File: config.mk
export PLATFORM = sky130hd
export DESIGN_NAME = sum_checked_frame_receiver
export DESIGN_NICKNAME = d
export VERILOG_FILES = /design/src/design/sfr_pkg.sv /design/src/design/sfr_cell.sv /design/src/design/sfr_chain.sv /design/src/design/sfr_ctrl.sv /design/src/design/sum_checked_frame_receiver.sv
export VERILOG_INCLUDE_DIRS = /design/src /design/src/design
export SDC_FILE = /design/constraint.sdc
export NUM_CORES = 1
export LEC_CHECK = 0
export BUFFER_PORTS_ARGS = -buffer_cell sky130_fd_sc_hd__buf_2
export CORE_ASPECT_RATIO = 1.5
export CORE_MARGIN = 2
export CORE_UTILIZATION = 57
export DETAILED_ROUTE_END_ITERATION = 8
export GPL_TIMING_DRIVEN = 0
export HOLD_SLACK_MARGIN = 0.15
export MAX_ROUTING_LAYER = met4
export PLACE_DENSITY = 0.79
export SLEW_MARGIN = 20
export SYNTH_ARGS = -nofsm -noshare
export SYNTH_HDL_FRONTEND = slang
export SYNTH_SLANG_ARGS = --single-unit
File: constraint.sdc
create_clock -name clk -period 8.38 [get_ports clk]
set_clock_uncertainty 0.1 [all_clocks]
set_input_delay 2.514 -clock clk [delete_from_list [all_inputs] [get_ports clk]]
set_output_delay 2.514 -clock clk [all_outputs]
set_load 0.1 [all_outputs]
File: src/design/sum_checked_frame_receiver_macros.svh
// ---------------------------------------------------------------------------
// sum_checked_frame_receiver_macros
// assertion macros shared by the frame receiver modules
// ---------------------------------------------------------------------------
`ifndef SUM_CHECKED_FRAME_RECEIVER_MACROS_SVH
`define SUM_CHECKED_FRAME_RECEIVER_MACROS_SVH

// same-cycle implication, disabled while in reset
`define SFR_ASSERT_NOW(label, clk, rst_n, ante, cons, msg) \
  label: assert property (@(posedge clk) disable iff (!rst_n) (ante) |-> (cons)) \
    else $error(msg);

// next-cycle implication, disabled while in reset
`define SFR_ASSERT_NEXT(label, clk, rst_n, ante, cons, msg) \
  label: assert property (@(posedge clk) disable iff (!rst_n) (ante) |=> (cons)) \
    else $error(msg);

`endif

File: src/design/sfr_pkg.sv
// ---------------------------------------------------------------------------
// sfr_pkg
// shared constants and types of the sum-checked frame receiver
// ---------------------------------------------------------------------------
`timescale 1ns / 1ps

package sfr_pkg;

  // frame layout
  localparam int unsigned FRAME_LEN = 15;
  localparam int unsigned SUM_LAST  = 12;
  // cells hold bytes 1..13 at the moment byte 14 arrives
  localparam int unsigned CHAIN_LEN = FRAME_LEN - 2;

  localparam int unsigned IDX_W = 4;
  localparam int unsigned SUM_W = 12;
  localparam int unsigned CHK_W = 16;

  localparam logic [IDX_W-1:0] IDX_FIRST = IDX_W'(1);
  localparam logic [IDX_W-1:0] IDX_SUM   = IDX_W'(SUM_LAST);
  localparam logic [IDX_W-1:0] IDX_LAST  = IDX_W'(FRAME_LEN - 1);

  // register reset values
  localparam logic [7:0] HEADER_RST = 8'hAC;
  localparam logic [7:0] TYPE_RST   = 8'h03;

  // configuration register indexes
  localparam int unsigned CFG_IDX_W = 1;
  typedef enum logic [CFG_IDX_W-1:0] {
    CFG_HEADER = 1'b0,
    CFG_TYPE   = 1'b1
  } cfg_idx_t;

  typedef logic [CHAIN_LEN-1:0][7:0] byte_row_t;

  // control from the sequencer to the cell row and the output stage
  typedef struct packed {
    logic shift;
    logic emit;
  } sfr_ctrl_t;

endpackage

File: src/design/sfr_cell.sv
// ---------------------------------------------------------------------------
// sfr_cell
// one byte cell of the frame row, loads its neighbor's byte on shift
// ---------------------------------------------------------------------------
`timescale 1ns / 1ps

module sfr_cell (
  input  logic       clk,
  input  logic       shift_i,
  input  logic [7:0] d_i,
  output logic [7:0] q_o
);

  logic [7:0] byte_r;

  // payload storage, no reset needed
  always_ff @(posedge clk) begin
    if (shift_i) begin
      byte_r <= d_i;
    end
  end

  assign q_o = byte_r;

endmodule

File: src/design/sfr_chain.sv
// ---------------------------------------------------------------------------
// sfr_chain
// row of byte cells, newest byte in cell 0, each cell feeds the next
// ---------------------------------------------------------------------------
`timescale 1ns / 1ps

module sfr_chain (
  input  logic              clk,
  input  logic              shift_i,
  input  logic [7:0]        byte_i,
  output sfr_pkg::byte_row_t taps_o
);

  import sfr_pkg::*;

  byte_row_t q;

  // cell 0 takes the incoming byte, the rest take their left neighbor
  for (genvar k = 0; k < CHAIN_LEN; k++) begin : g_cell
    if (k == 0) begin : g_head
      sfr_cell u_cell (
        .clk     (clk),
        .shift_i (shift_i),
        .d_i     (byte_i),
        .q_o     (q[k])
      );
    end else begin : g_body
      sfr_cell u_cell (
        .clk     (clk),
        .shift_i (shift_i),
        .d_i     (q[k-1]),
        .q_o     (q[k])
      );
    end
  end

  assign taps_o = q;

endmodule

File: src/design/sfr_ctrl.sv
// ---------------------------------------------------------------------------
// sfr_ctrl
// frame sequencer: start detect, header and type checks, running checksum
// ---------------------------------------------------------------------------
`timescale 1ns / 1ps
`include "sum_checked_frame_receiver_macros.svh"

module sfr_ctrl (
  input  logic              clk,
  input  logic              rst_n,
  input  logic              in_valid,
  output logic              in_stall,
  input  logic [7:0]        rx_byte_i,
  input  logic [7:0]        header_i,
  input  logic [7:0]        type_i,
  input  logic [7:0]        byte13_i,
  input  logic              out_busy_i,
  output sfr_pkg::sfr_ctrl_t ctrl_o
);

  import sfr_pkg::*;

  logic             receiving_r, receiving_nxt;
  logic [IDX_W-1:0] idx_r, idx_nxt;
  logic [7:0]       hdr_r, hdr_nxt;
  logic [7:0]       byte1_r, byte1_nxt;
  logic [SUM_W-1:0] sum_r, sum_nxt;
  logic             acc;
  logic [7:0]       byte1_now;
  logic [CHK_W-1:0] sum_ext;
  sfr_ctrl_t        ctrl;

  // hold off the closing byte only while an untaken frame sits in the output
  assign in_stall  = out_busy_i && receiving_r && (idx_r == IDX_LAST);
  assign acc       = in_valid && !in_stall;
  assign byte1_now = (idx_r == IDX_FIRST) ? rx_byte_i : byte1_r;
  assign sum_ext   = {{(CHK_W - SUM_W){1'b0}}, sum_r};

  // control state
  always_ff @(posedge clk) begin
    if (!rst_n) begin
      receiving_r <= 1'b0;
      idx_r       <= '0;
    end else begin
      receiving_r <= receiving_nxt;
      idx_r       <= idx_nxt;
    end
  end

  // frame bytes kept for the checks
  always_ff @(posedge clk) begin
    hdr_r   <= hdr_nxt;
    byte1_r <= byte1_nxt;
    sum_r   <= sum_nxt;
  end

  // next state and beat decode
  always_comb begin
    receiving_nxt = receiving_r;
    idx_nxt       = idx_r;
    hdr_nxt       = hdr_r;
    byte1_nxt     = byte1_r;
    sum_nxt       = sum_r;
    ctrl          = '0;
    if (acc) begin
      if (!receiving_r) begin
        if (rx_byte_i == header_i) begin
          hdr_nxt       = rx_byte_i;
          receiving_nxt = 1'b1;
          idx_nxt       = IDX_FIRST;
        end
      end else begin
        ctrl.shift = 1'b1;
        if (idx_r == IDX_FIRST) begin
          byte1_nxt = rx_byte_i;
        end
        if (hdr_r != header_i || byte1_now != type_i) begin
          // abort, the offending byte does not restart a frame
          receiving_nxt = 1'b0;
          idx_nxt       = '0;
        end else begin
          if (idx_r == IDX_FIRST) begin
            sum_nxt = {{(SUM_W - 8){1'b0}}, rx_byte_i};
          end else if (idx_r <= IDX_SUM) begin
            sum_nxt = sum_r + {{(SUM_W - 8){1'b0}}, rx_byte_i};
          end
          if (idx_r == IDX_LAST) begin
            receiving_nxt = 1'b0;
            idx_nxt       = '0;
            ctrl.emit     = (sum_ext == {byte13_i, rx_byte_i});
          end else begin
            idx_nxt = idx_r + IDX_W'(1);
          end
        end
      end
    end
  end

  assign ctrl_o = ctrl;

  `SFR_ASSERT_NOW(a_idle_idx, clk, rst_n, !receiving_r, idx_r == '0, "idle with nonzero index")
  `SFR_ASSERT_NOW(a_idx_range, clk, rst_n, receiving_r, idx_r >= IDX_FIRST && idx_r <= IDX_LAST, "index out of frame")
  `SFR_ASSERT_NOW(a_emit_last, clk, rst_n, ctrl.emit, receiving_r && idx_r == IDX_LAST && acc, "frame emitted off the closing byte")
  `SFR_ASSERT_NEXT(a_emit_idle, clk, rst_n, ctrl.emit, !receiving_r && idx_r == '0, "receiver not idle after a frame")

endmodule

File: src/design/sum_checked_frame_receiver.sv
// ---------------------------------------------------------------------------
// sum_checked_frame_receiver
// assembles fixed 15-byte frames and releases the payload of frames whose
// 16-bit additive checksum matches
// ---------------------------------------------------------------------------
// The receiver takes one byte per clock unless it stalls, with no gaps needed
// between bytes or frames: each byte only moves a row of thirteen byte cells
// and updates a small sequencer with a running sum. A good frame appears on
// the output in the cycle after its closing byte, held in an output register.
// The input stalls only on the closing byte of a frame in progress while the
// previous frame still waits in that register; all other bytes are taken
// even then. Frames with a bad type byte or checksum produce no output.
`timescale 1ns / 1ps
`include "sum_checked_frame_receiver_macros.svh"

module sum_checked_frame_receiver (
  input  logic                           clk,
  input  logic                           rst_n,
  input  logic                           cfg_we,
  input  logic [sfr_pkg::CFG_IDX_W-1:0]  cfg_addr,
  input  logic [7:0]                     cfg_wdata,
  input  logic                           in_valid,
  output logic                           in_stall,
  input  logic [7:0]                     in_rx_byte,
  output logic                           out_valid,
  input  logic                           out_stall,
  output logic [63:0]                    out_payload_low,
  output logic [23:0]                    out_payload_high
);

  import sfr_pkg::*;

  logic [7:0]  header_r;
  logic [7:0]  type_r;
  logic        out_valid_r;
  logic [63:0] low_r;
  logic [23:0] high_r;
  logic        out_busy;
  byte_row_t   taps;
  sfr_ctrl_t   ctrl;

  // configuration registers
  always_ff @(posedge clk) begin
    if (!rst_n) begin
      header_r <= HEADER_RST;
      type_r   <= TYPE_RST;
    end else if (cfg_we) begin
      case (cfg_idx_t'(cfg_addr))
        CFG_HEADER: header_r <= cfg_wdata;
        CFG_TYPE:   type_r   <= cfg_wdata;
        default: ;
      endcase
    end
  end

  assign out_busy = out_valid_r && out_stall;

  // sequencer
  sfr_ctrl u_ctrl (
    .clk        (clk),
    .rst_n      (rst_n),
    .in_valid   (in_valid),
    .in_stall   (in_stall),
    .rx_byte_i  (in_rx_byte),
    .header_i   (header_r),
    .type_i     (type_r),
    .byte13_i   (taps[0]),
    .out_busy_i (out_busy),
    .ctrl_o     (ctrl)
  );

  // byte cell row
  sfr_chain u_chain (
    .clk     (clk),
    .shift_i (ctrl.shift),
    .byte_i  (in_rx_byte),
    .taps_o  (taps)
  );

  // output valid
  always_ff @(posedge clk) begin
    if (!rst_n) begin
      out_valid_r <= 1'b0;
    end else if (ctrl.emit) begin
      out_valid_r <= 1'b1;
    end else if (!out_stall) begin
      out_valid_r <= 1'b0;
    end
  end

  // payload capture, byte k of the frame sits in cell 13-k
  always_ff @(posedge clk) begin
    if (ctrl.emit) begin
      for (int j = 0; j < 8; j++) begin
        low_r[8*j +: 8] <= taps[11 - j];
      end
      for (int j = 0; j < 3; j++) begin
        high_r[8*j +: 8] <= taps[3 - j];
      end
    end
  end

  assign out_valid        = out_valid_r;
  assign out_payload_low  = low_r;
  assign out_payload_high = high_r;

  `SFR_ASSERT_NOW(a_no_overwrite, clk, rst_n, ctrl.emit, !out_busy, "frame emitted over a waiting beat")
  `SFR_ASSERT_NEXT(a_emit_valid, clk, rst_n, ctrl.emit, out_valid_r, "emitted frame not presented")

endmodule

; Word-level counts from Yosys, hierarchy flattened
; Cells that the tools add are included.
; Widths: inputs -> output; s select.
[totals]
reg_bits = 234
inputBits = 22
out_inout_bits = 90
elab_cells = 67
[classes]
n_addsub = 2
magnitude_cmp = 1
eq_ne = 7
muxes = 17
bitwise_logic = 3
reduce_logical = 14
[ops]
columns = op, n
row1 = $eq 12x16->1, 1
row2 = $mux 4, 4
row3 = $mux 8, 2
row4 = $ne 8x8->1, 2
row5 = $add 12x8->12, 1
row6 = $mux 12, 1
row7 = $eq 8x8->1, 1
row8 = $mux 1, 8
row9 = $reduce_and 2->1, 4
row10 = $add 4x1->4 const B, 1
row11 = $eq 4x1->1 const B, 1
row12 = $eq 4x4->1 const B, 1
row13 = $le 4x4->1 const B, 1
row14 = $logic_and 1x1->1, 4
row15 = $mux 2, 2
row16 = $reduce_and 4->1, 1
row17 = $reduce_bool 2->1, 2
row18 = $not 1->1, 3
row19 = $reduce_and 3->1, 1
row20 = $ne 2x1->1 const B, 1
row21 = $logic_not 1->1, 1
row22 = $logic_or 1x1->1, 1

; Longest topological paths before layout
; Gate-level depths: netlist (run 1).
[logic_depth]
depth_word = 8
mapped_depth = 8

; Hierarchy
; From an unflattened synthesis (run 1), not the netlist that was laid out.
[unflattened]
hier_cells = 490
area_unflattened_um2 = 8677.1
[by_module_without_submodules]
columns = mod, instances, cells_each, area_per_inst_um2, seq_area_each_um2
row1 = sum_checked_frame_receiver, 1, 162, 3347.0, 2982.9
row2 = sfr_cell, 13, 8, 240.2, 240.2
row3 = sfr_ctrl, 1, 224, 2207.1, 940.9

; Least setup slack after synthesis (run 1)
; OpenSTA, ideal clock, no wires.
[synth_path]
path_kind = input to register
start = input port out_stall
end = register high_r[0] (netlist: out_payload_high[0]), enable pin
setup_time_ps = 442
arrival_time_ps = 7074
path_slack_ps = 764
path_stages = 7
n_path_buf = 0
cell_sequence = nand2_1 nor2_1 nor2b_1 nand2_1 inv_1 nand4_1 inv_1
[synth_rtl]
columns = element, line_no
row1 = start: declaration, sum_checked_frame_receiver.sv:26  ; input logic out_stall,
row2 = end signal: indexed assignment, sum_checked_frame_receiver.sv:98  ; high_r[8*j +: 8] <= taps[3 - j];
row3 = end: declaration, sum_checked_frame_receiver.sv:37  ; logic [23:0] high_r;

; Final worst setup path (run 1)
[layout_path]
start = input port out_stall
end = output port in_stall
[layout_between]
elab_chain_cells = 3
[layout_lines]
columns = element, line_no
row1 = $logic_and 1x1->1, sum_checked_frame_receiver.sv:56  ; assign out_busy = out_valid_r && out_stall;
row2 = $logic_and 1x1->1 (2 in series), sfr_ctrl.sv:34  ; assign in_stall = out_busy_i && receiving_r && (idx_r == IDX_LAST);
row3 = end: declaration, sum_checked_frame_receiver.sv:23  ; output logic in_stall,
; No other way between the ends.

==> results.yml, run 1 <==
synth:
  synthTopCellsByArea: "edfxtp_1 77%, dfxtp_1 5.3%, nand2_1 2.8%, xnor2_1 1.8%, xor2_1 1.5%"
  synth_area_um2: 8320
  netlist_instances: 474
  yosysUniqueCellTypes: 49
  synth-edff-count: 212
  syn_avg_cell_area_um2: 17.55
  synth_top_area_cell: "edfxtp_1"
  synth_flop_cell: "edfxtp_1"
  async_reset_ff_share_pct: 0
  yosys.area.top_type_share_pct: 76.51
  ys_seq_area_share_pct: 81.80
  ys_ff_latch: 234
  ys_warn_count: 0
  synth_nets: 505
sta:
  clock.fmax_mhz: 167.6
  maxSlewViolCount: 0
  period_share_pct: 71.18
  fin_tns_setup_ns: 0
  hold_violations: 0
  fin_crit_ns: 5.965
  maxSlewHeadroom_pct: 44.72
  tightest_slew_ns: 0.8270
  final-setup-viol-count: 0
  rsz0062_at_grt: "false"
worst_setup_path:
  required_ns: 5.77
  reg2reg_depth: 9
  r2r_slack_ns: 4.94
  worstSetupStartpointType: "input pin"
  crit_path_max_fanout: 2
  r2r-start: "u_ctrl.idx_r[0]$_SDFFE_PN0P_"
  cp-end-kind: "output port"
  path_class: "in -> out"
  worstReg2RegEnd: "out_payload_high[14]$_DFFE_PP_"
  arrival_ns: 3.35
routing:
  drt-pass1-iter-count: 4
  wl_met3_um: 751
  routedWlPerCell_um: 16.51
  viasPerCell: 5.290
  drtIter0Drc: 243
  drc_errors: 0
  top_layer: "met4"
  wl_met2_um: 7145
  final_antenna_net_count: 0
  vias: 4354
  wl_met1_um: 5103
  drt_wl_total_um: 13590
clocking:
  cts_resized: 0
  numCtsBuffers: 22
  clock_latency_ns: 0.50
  cts.path.max_buffers: 3
  cts_sinks: 234
  htreeDepth: 1
  cts_hold_buf: 0
  cts.clk_slew.worst_paths_ns: 0.06
  postCtsSetupRepairBufs: 0
  cts_tree: "yes"
  root_buffer: "clkbuf_16"
min_path:
  holdCritPathClass: "reg -> reg"
  worstHoldStart: "u_chain.g_cell[11].g_body.u_cell.q_o[0]$_DFFE_PP_"
  min_to: "out_payload_low[0]$_DFFE_PP_"
  whs_path_depth: 0
status:
  status: "finished clean"
global_route:
  grt_use_total_pct: 17.86
  overflow: 0
  grt_max_degree: 82
  grt_antenna_before_repair: 0
  grt_pass1_wl_um: 21080
  grt_pass1_vias: 4381
die:
  die_area_um2: 15600
  die_h_um: 152.0
  rows: 54
  design.portCount: 112
  initial_core_util_pct: 57.82
  die_x_um: 102.7
  coreArea_um2: 14390
layout:
  fill_cells: 924
  area_growth_pct: 19.64
  final_cell_mix: "212 x edfxtp_1, 111 x buf_2, 62 x nand2_1"
  final_common_cell: "edfxtp_1"
  nNetsFinal: 643
  fin_cells: 823
  n_antenna_cell: 0
  drive_above_1_share_pct: 25.52
pwr:
  cellPowerDensity_nw_per_um2: 234.4
  p_leak_nw: 3.525
  peakVddDrop_mv: 0.1578
place:
  place_hpwl_um: 9038
  portBuffers: 111
  gp_congestion: 0.8377
  place_inst: 784
flow_run:
  maxCapViolCount: 0
## Yosys cell counts, types with 2 or more instances
cell	n
a221oi_1	2
o21ai_0	15
nor2_1	7
a211oi_1	4
a21o_1	2
xor2_1	14
a21oi_1	20
nor2b_1	2
nand2b_1	4
o21bai_1	2
ha_1	8
nand4b_1	3
or2_2	2
dfxtp_1	22
a31oi_1	3
clkbuf_1	5
a2111oi_0	2
edfxtp_1	212
mux2i_1	5
nand3_1	10
nand2_1	62
xnor2_1	17
nor4_1	5
or3_1	4
inv_1	15
nand4_1	4
## metal layers
layer | GRT usage [%] | up-vias
li1 | - | 2069
met1 | 20.25 | 2082
met2 | 30.35 | 159
met3 | 3.082 | 44
met4 | 8.190 | 0
met5 | - | -
## worst max path at each step
stage | end | cells after the start | slack [ns] | start
3_5_place_dp | in_stall | 5 | 2.42 | out_stall
2_1_floorplan | out_payload_high[0]$_DFFE_PP_ | 7 | 0.76 | out_stall
6_report | in_stall | 5 | 2.42 | out_stall
5_1_grt | in_stall | 5 | 2.33 | out_stall
3_3_place_gp | out_payload_low[30]$_DFFE_PP_ | 8 | -1.14 | out_stall
4_1_cts | in_stall | 5 | 2.41 | out_stall
## kinds of logic after synthesis
logic type,after synthesis,synth area share [%]
adders and majority gates,9,1.444
muxes,6,0.8722
AOI/OAI and AO/OA,56,4.166
xor gates and xnor gates,31,3.263
DFF,234,81.80
and+or+nand+nor,115,7.008
buffers and inverters,23,1.444
## sequential cells by signal, indices dropped and copies added, names as in the netlist
| register | flops |
|---|---|
| u_ctrl.receiving_r | 1 |
| u_ctrl.byte1_r | 8 |
| out_payload_high | 24 |
| u_ctrl.hdr_r | 8 |
| out_payload_low | 64 |
| u_ctrl.sum_r | 12 |
| u_chain.g_cell.g_body.u_cell.q_o | 88 |
| type_r | 8 |
| u_ctrl.idx_r | 4 |
| out_valid | 1 |
| header_r | 8 |
| u_chain.g_cell.g_head.u_cell.q_o | 8 |
## through the flow
stage	hold slack [ns]	utilization [%]	power [W]	worst slack, ns	instance area, µm²
finish	0.3185	69.17	0.002333	2.415	9955
global route	0.3274	69.17	0.002400	2.333	9955
CTS	0.3195	69.16	0.002352	2.412	9953
detailed placement	0.3051	63.90	0.001338	2.417	9196
global placement	0.3085	63.38	0.001335	-1.136	9121
floorplan	0.3003	-	0.001318	0.7639	8320
## critical path, cell delays in order
cell and delay (ns):
buf_2 0.07, nand2_1 0.06, nor2_1 0.12, and2_2 0.17
buf_2 0.42
## where the power goes
group          internal (W)  switching (W)
sequential          0.00126     0.00000435
clock              0.000623       0.000398
combinational     0.0000197      0.0000287
total               0.00190       0.000431
## layout make-up
cell class	count	area (µm²)	area share [%]
Inverter	15	63.81	0.6410
Tap cell	196	245.2	2.464
Multi-Input combinational cell	217	1400	14.06
Clock inverter	14	173.9	1.747
Clock buffer	25	583.1	5.857
Buffer	8	63.81	0.6410
Timing Repair Buffer	114	618.1	6.209
Sequential cell	234	6807	68.38
No activity file was read; power rests on OpenSTA's default activity.
==> inputs of run 2 (changes only) <==
Settings changed: ABC_AREA set to 1.
Clock period 8.38 ns to 6.1 ns, I/O delays scaled along.
==> run 2 against run 1 <==
Sequential share of layout area fell by 1.1 points. Clock power rose by 26%. Non-clock buffer count rose by 1. Critical endpoint unchanged. Largest power group unchanged.
==> results.yml, run 2 <==
status:
  status: "finished clean"
worst_setup_path:
  reg2reg_depth: 8
  required_ns: 4.17
  path_class: "in -> out"
  cp-end-kind: "output port"
  crit_path_max_fanout: 2
  critPathLaunch: "out_stall"
  worstSetupStartpointType: "input pin"
  r2r-start: "u_ctrl.sum_r[6]$_DFFE_PP_"
  arrival_ns: 2.64
synth:
  syn_avg_cell_area_um2: 15.07
  yosys.area.top_type_share_pct: 74.89
  ys_seq_area_share_pct: 80.07
  synthTopCellsByArea: "edfxtp_1 75%, dfxtp_1 5.2%, nand2_1 4.6%, inv_1 2.4%, nand3_1 1.5%"
  synthTopCellsByCount: "212 x edfxtp_1, 104 x nand2_1, 54 x inv_1, 31 x nor2_1, 25 x nand3_1"
  yosysUniqueCellTypes: 36
  synthAdderAreaFrac_pct: 1.413
  synth_top_family_by_area: "simple AND/OR/NAND/NOR gates"
  synth_flop_cell: "edfxtp_1"
  ys_ff_latch: 234
  synth_top_area_cell: "edfxtp_1"
  synth_area_um2: 8501
  synth_xor_area_share_pct: 1.339
  synth_nets: 595
  synth_compound_area_share_pct: 3.120
  synth-simple-area-share_pct: 10.92
  async_reset_ff_share_pct: 0
  synth.most_common_cell: "edfxtp_1"
  synth-edff-count: 212
  yosys-mux-area-fraction_pct: 0.1325
  netlist_instances: 564
  ys_warn_count: 0
clocking:
  numCtsBuffers: 21
  root_buffer: "clkbuf_16"
  cts_resized: 0
  cts_hold_buf: 0
  clock_latency_ns: 0.49
  cts.path.max_buffers: 3
  cts.clk_slew.worst_paths_ns: 0.07
  postCtsSetupRepairBufs: 0
  htreeDepth: 1
  cts_tree: "yes"
  cts_sinks: 234
die:
  design.portCount: 112
  die_x_um: 103.7
  rows: 54
  die_area_um2: 15930
  die_h_um: 153.6
  initial_core_util_pct: 58.25
  coreArea_um2: 14590
global_route:
  grt_pass1_vias: 4876
  overflow: 0
  grt_max_degree: 37
  grt_use_total_pct: 20.09
  grt_pass1_wl_um: 24430
  grt_antenna_before_repair: 0
sta:
  tightest_slew_ns: 0.6756
  maxSlewViolCount: 0
  rsz0062_at_grt: "false"
  maxSlewHeadroom_pct: 54.91
  fin_crit_ns: 4.573
  period_share_pct: 74.97
  clock.fmax_mhz: 218.7
  hold_violations: 0
  final-setup-viol-count: 0
layout:
  fin_util_pct: 69.29
  area_growth_pct: 18.96
  largest_register_ff_count: 88
  n_antenna_cell: 0
  fin_cells: 913
  fill_cells: 986
  final_common_cell: "edfxtp_1"
  drive_above_1_share_pct: 24.97
  nNetsFinal: 735
  final_cell_mix: "212 x edfxtp_1, 111 x buf_2, 104 x nand2_1"
min_path:
  whs_path_depth: 0
  holdCritPathClass: "reg -> reg"
  worstHoldStart: "u_chain.g_cell[11].g_body.u_cell.q_o[3]$_DFFE_PP_"
pwr:
  p_leak_nw: 3.846
  cellPowerDensity_nw_per_um2: 306.6
  peakVddDrop_mv: 0.2014
routing:
  viasPerCell: 5.250
  routedWlPerCell_um: 16.88
  final_antenna_net_count: 0
  drtIter0Drc: 307
  drt_wl_total_um: 15410
  drt-pass1-iter-count: 5
  vias: 4793
  drc_errors: 0
place:
  place_hpwl_um: 10270
  portBuffers: 111
  place_inst: 877
  gp_congestion: 0.9598
flow_run:
  maxCapViolCount: 0
==> run 2: cells by family after synthesis <==
logic type / count (synthesis)
xor gates and xnor gates: 13
adders and majority gates: 9
and+or+nand+nor: 197
DFF: 234
buffers and inverters: 61
muxes: 1
AOI/OAI and AO/OA: 49
==> run 2: layer usage <==
| metal | vias up | track usage [%] | part of all wire [%] |
|---|---|---|---|
| met3 | 28 | 2.883 | 4.4 |
| met1 | 2317 | 23.29 | 39 |
| met4 | 0 | 6.885 | 2.6 |
| met5 | - | - | 0 |
| met2 | 165 | 35.98 | 54 |
| li1 | 2283 | - | - |
==> run 2: worst paths after layout <==
| kind | to | slack, ns |
|---|---|---|
| worst max-delay path | in_stall | 1.53 |
| worst min-delay path | out_payload_low[3]$_DFFE_PP_ | 0.32 |
| worst max register to register | out_payload_high[1]$_DFFE_PP_ | 3.00 |
| worst min register to register | out_payload_low[3]$_DFFE_PP_ | 0.32 |
==> run 2: layout make-up <==
class / count / area (µm²) / share of cell area, %
Sequential cell: 234 / 6807 / 67.31
Multi-Input combinational cell: 269 / 1449 / 14.33
Timing Repair Buffer: 117 / 683.2 / 6.756
Clock buffer: 23 / 533.0 / 5.271
Tap cell: 196 / 245.2 / 2.425
Inverter: 55 / 210.2 / 2.079
Clock inverter: 13 / 136.4 / 1.349
Buffer: 6 / 48.80 / 0.4826
==> run 2: critical path: stages <==
cell	delay (ns)
buf_2	0.08
nand2_1	0.07
nor2_1	0.10
nand2_1	0.08
inv_1	0.07
buf_2	0.42
==> run 2: where the power goes <==
| group | internal (W) | switching [W] | leakage (nW) | total, W |
|---|---|---|---|---|
| clock | 0.000723 | 0.000564 | 0.319 | 0.00129 |
| sequential | 0.00173 | 0.00000593 | 2.09 | 0.00174 |
| combinational | 0.0000280 | 0.0000459 | 1.44 | 0.0000739 |
| total | 0.00248 | 0.000616 | 3.85 | 0.00310 |
==> run 2: stage by stage <==
step           total power (W)  worst slack [ns]  area, µm²  setup TNS, ns  hold WS, ns
6_report              0.003100             1.527      10110              0       0.3235
5_1_grt               0.003191             1.465      10110              0       0.3331
4_1_cts               0.003128             1.516      10110              0       0.3296
3_5_place_dp          0.001846             1.445       9440              0       0.3093
3_3_place_gp          0.001842           -0.6965       9313         -60.42       0.3082
2_1_floorplan         0.001818            0.5070       8512              0       0.3003
==> inputs of run 3 (changes only) <==
Settings changed: CORE_UTILIZATION 57 to 51, PLACE_DENSITY 0.79 to 0.75.
Clock period 6.1 ns to 3.8 ns, I/O delays scaled along.
==> run 3 against run 2 <==
Clock-buffer cell count down 1. Routed wire length down 0.70%. Final area up 0.92%. Largest power group unchanged.
==> results.yml, run 3 (same netlist as run 2, synthesis figures left out) <==
clocking:
  numCtsBuffers: 21
  cts.path.max_buffers: 3
  clock_latency_ns: 0.48
  cts_hold_buf: 0
  cts_sinks: 234
  postCtsSetupRepairBufs: 0
  root_buffer: "clkbuf_16"
  cts_resized: 0
  htreeDepth: 1
  cts_tree: "yes"
  cts.clk_slew.worst_paths_ns: 0.07
status:
  status: "finished clean"
routing:
  viasPerCell: 5.136
  drtIter0Drc: 292
  final_antenna_net_count: 0
  drt_wl_total_um: 15300
  drc_errors: 0
  drt-pass1-iter-count: 5
  wl_met3_um: 992
  wl_met2_um: 7926
  wl_met1_um: 5995
  top_layer: "met4"
  routedWlPerCell_um: 16.56
  vias: 4746
die:
  die_h_um: 162.1
  initial_core_util_pct: 52.28
  die_area_um2: 17740
  design.portCount: 112
  die_x_um: 109.4
  coreArea_um2: 16260
  rows: 57
global_route:
  overflow: 0
  grt_pass1_wl_um: 23600
  grt_antenna_before_repair: 0
  grt_pass1_vias: 4672
  grt_use_total_pct: 17.74
  grt_max_degree: 36
sta:
  maxSlewHeadroom_pct: 52.00
  period_share_pct: 96.83
  tightest_slew_ns: 0.7161
  hold_violations: 0
  fin_tns_setup_ns: 0
  finalWorstSetupSlack_ns: 0.1206
  fin_hold_ws_ns: 0.3236
  maxSlewViolCount: 0
  fin_crit_ns: 3.679
  rsz0062_at_grt: "false"
  final-setup-viol-count: 0
  clock.fmax_mhz: 271.8
worst_setup_path:
  crit_path_max_fanout: 31
  cp-end-kind: "register"
  critPathLaunch: "in_rx_byte[7]"
  arrival_ns: 3.76
  worstSetupStartpointType: "input pin"
  reg2reg_depth: 10
  critPathCapture: "out_payload_low[8]$_DFFE_PP_"
  worstReg2RegEnd: "out_payload_low[8]$_DFFE_PP_"
  path_class: "in -> reg"
  required_ns: 3.88
  r2r_slack_ns: 0.59
  r2r-start: "u_ctrl.idx_r[1]$_SDFFE_PN0P_"
pwr:
  p_leak_nw: 3.873
  peakVddDrop_mv: 0.3737
  cellPowerDensity_nw_per_um2: 494.8
place:
  place_hpwl_um: 10760
  gp_congestion: 0.8787
  postPlaceCellArea_um2: 9494
  dp_slack_ns: -0.4033
  portBuffers: 111
layout:
  nNetsFinal: 736
  drive_above_1_share_pct: 24.79
  final_cell_mix: "212 x edfxtp_1, 111 x buf_2, 102 x nand2_1"
  design_area_um2: 10200
  n_antenna_cell: 0
  final_common_cell: "edfxtp_1"
  largest_register_ff_count: 88
  fill_cells: 1199
  area_growth_pct: 20.05
flow_run:
  maxCapViolCount: 0
min_path:
  whs_path_depth: 0
  holdCritPathClass: "reg -> reg"
## run 3: cell count changes in the layout (fill, tap and decap cells not counted), moves of 2 or more
cell / delta
buf_12: -2
nand2_1: -2
clkinv_1: +5
buf_16: +2
clkinv_2: -3
clkinvlp_4: -2
bufinv_16: +2
## run 3: worst min-delay path by stage
stage | startpoint | endpoint | slack, ns
floorplan | u_chain.g_cell[11].g_body.u_cell.q_o[0]$_DFFE_PP_ | out_payload_low[0]$_DFFE_PP_ | 0.30
global placement | u_chain.g_cell[11].g_body.u_cell.q_o[3]$_DFFE_PP_ | out_payload_low[3]$_DFFE_PP_ | 0.31
detailed placement | u_chain.g_cell[11].g_body.u_cell.q_o[7]$_DFFE_PP_ | out_payload_low[7]$_DFFE_PP_ | 0.31
CTS | u_chain.g_cell[11].g_body.u_cell.q_o[2]$_DFFE_PP_ | out_payload_low[2]$_DFFE_PP_ | 0.32
global route | u_chain.g_cell[11].g_body.u_cell.q_o[2]$_DFFE_PP_ | out_payload_low[2]$_DFFE_PP_ | 0.32
finish | u_chain.g_cell[11].g_body.u_cell.q_o[7]$_DFFE_PP_ | out_payload_low[7]$_DFFE_PP_ | 0.32
## run 3: cell type report
type | instances | area (µm²) | share of cell area, %
clock inverters | 14 | 176.4 | 1.729
well taps | 206 | 257.7 | 2.526
repair buffers | 117 | 698.2 | 6.842
repair inverters | 1 | 5.005 | 0.04904
inverters | 55 | 210.2 | 2.060
flip-flops and latches | 234 | 6807 | 66.70
multi-input cells | 269 | 1473 | 14.43
clock buffers | 22 | 529.3 | 5.186
plain buffers | 6 | 48.80 | 0.4782
## run 3: layer usage
layer / up-vias / track usage, %
met1: 2267 / 20.53
met5: - / -
met3: 28 / 3.170
met4: 0 / 5.754
li1: 2286 / -
met2: 165 / 30.95
## run 3: report_power, final
part / internal [W] / switching, W / leakage, nW
registers: 0.00278 / 0.00000986 / 2.09
logic: 0.0000451 / 0.0000752 / 1.45
clock network: 0.00128 / 0.000853 / 0.338
## run 3: metrics by stage
step	util (%)	total power, W	instances
floorplan	-	0.002919	564
global placement	57.51	0.002962	881
detailed placement	58.39	0.002967	887
CTS	62.73	0.005111	923
global route	62.76	0.005235	924
finish	62.76	0.005049	924
## run 3: critical path: stages
cell and delay (ns):
buf_2 0.17, ha_1 0.40, nor4_1 0.40, and2_0 0.17
and3_1 0.16, nand4_1 0.33, clkinvlp_4 0.51, buf_16 0.23
buf_12 0.21
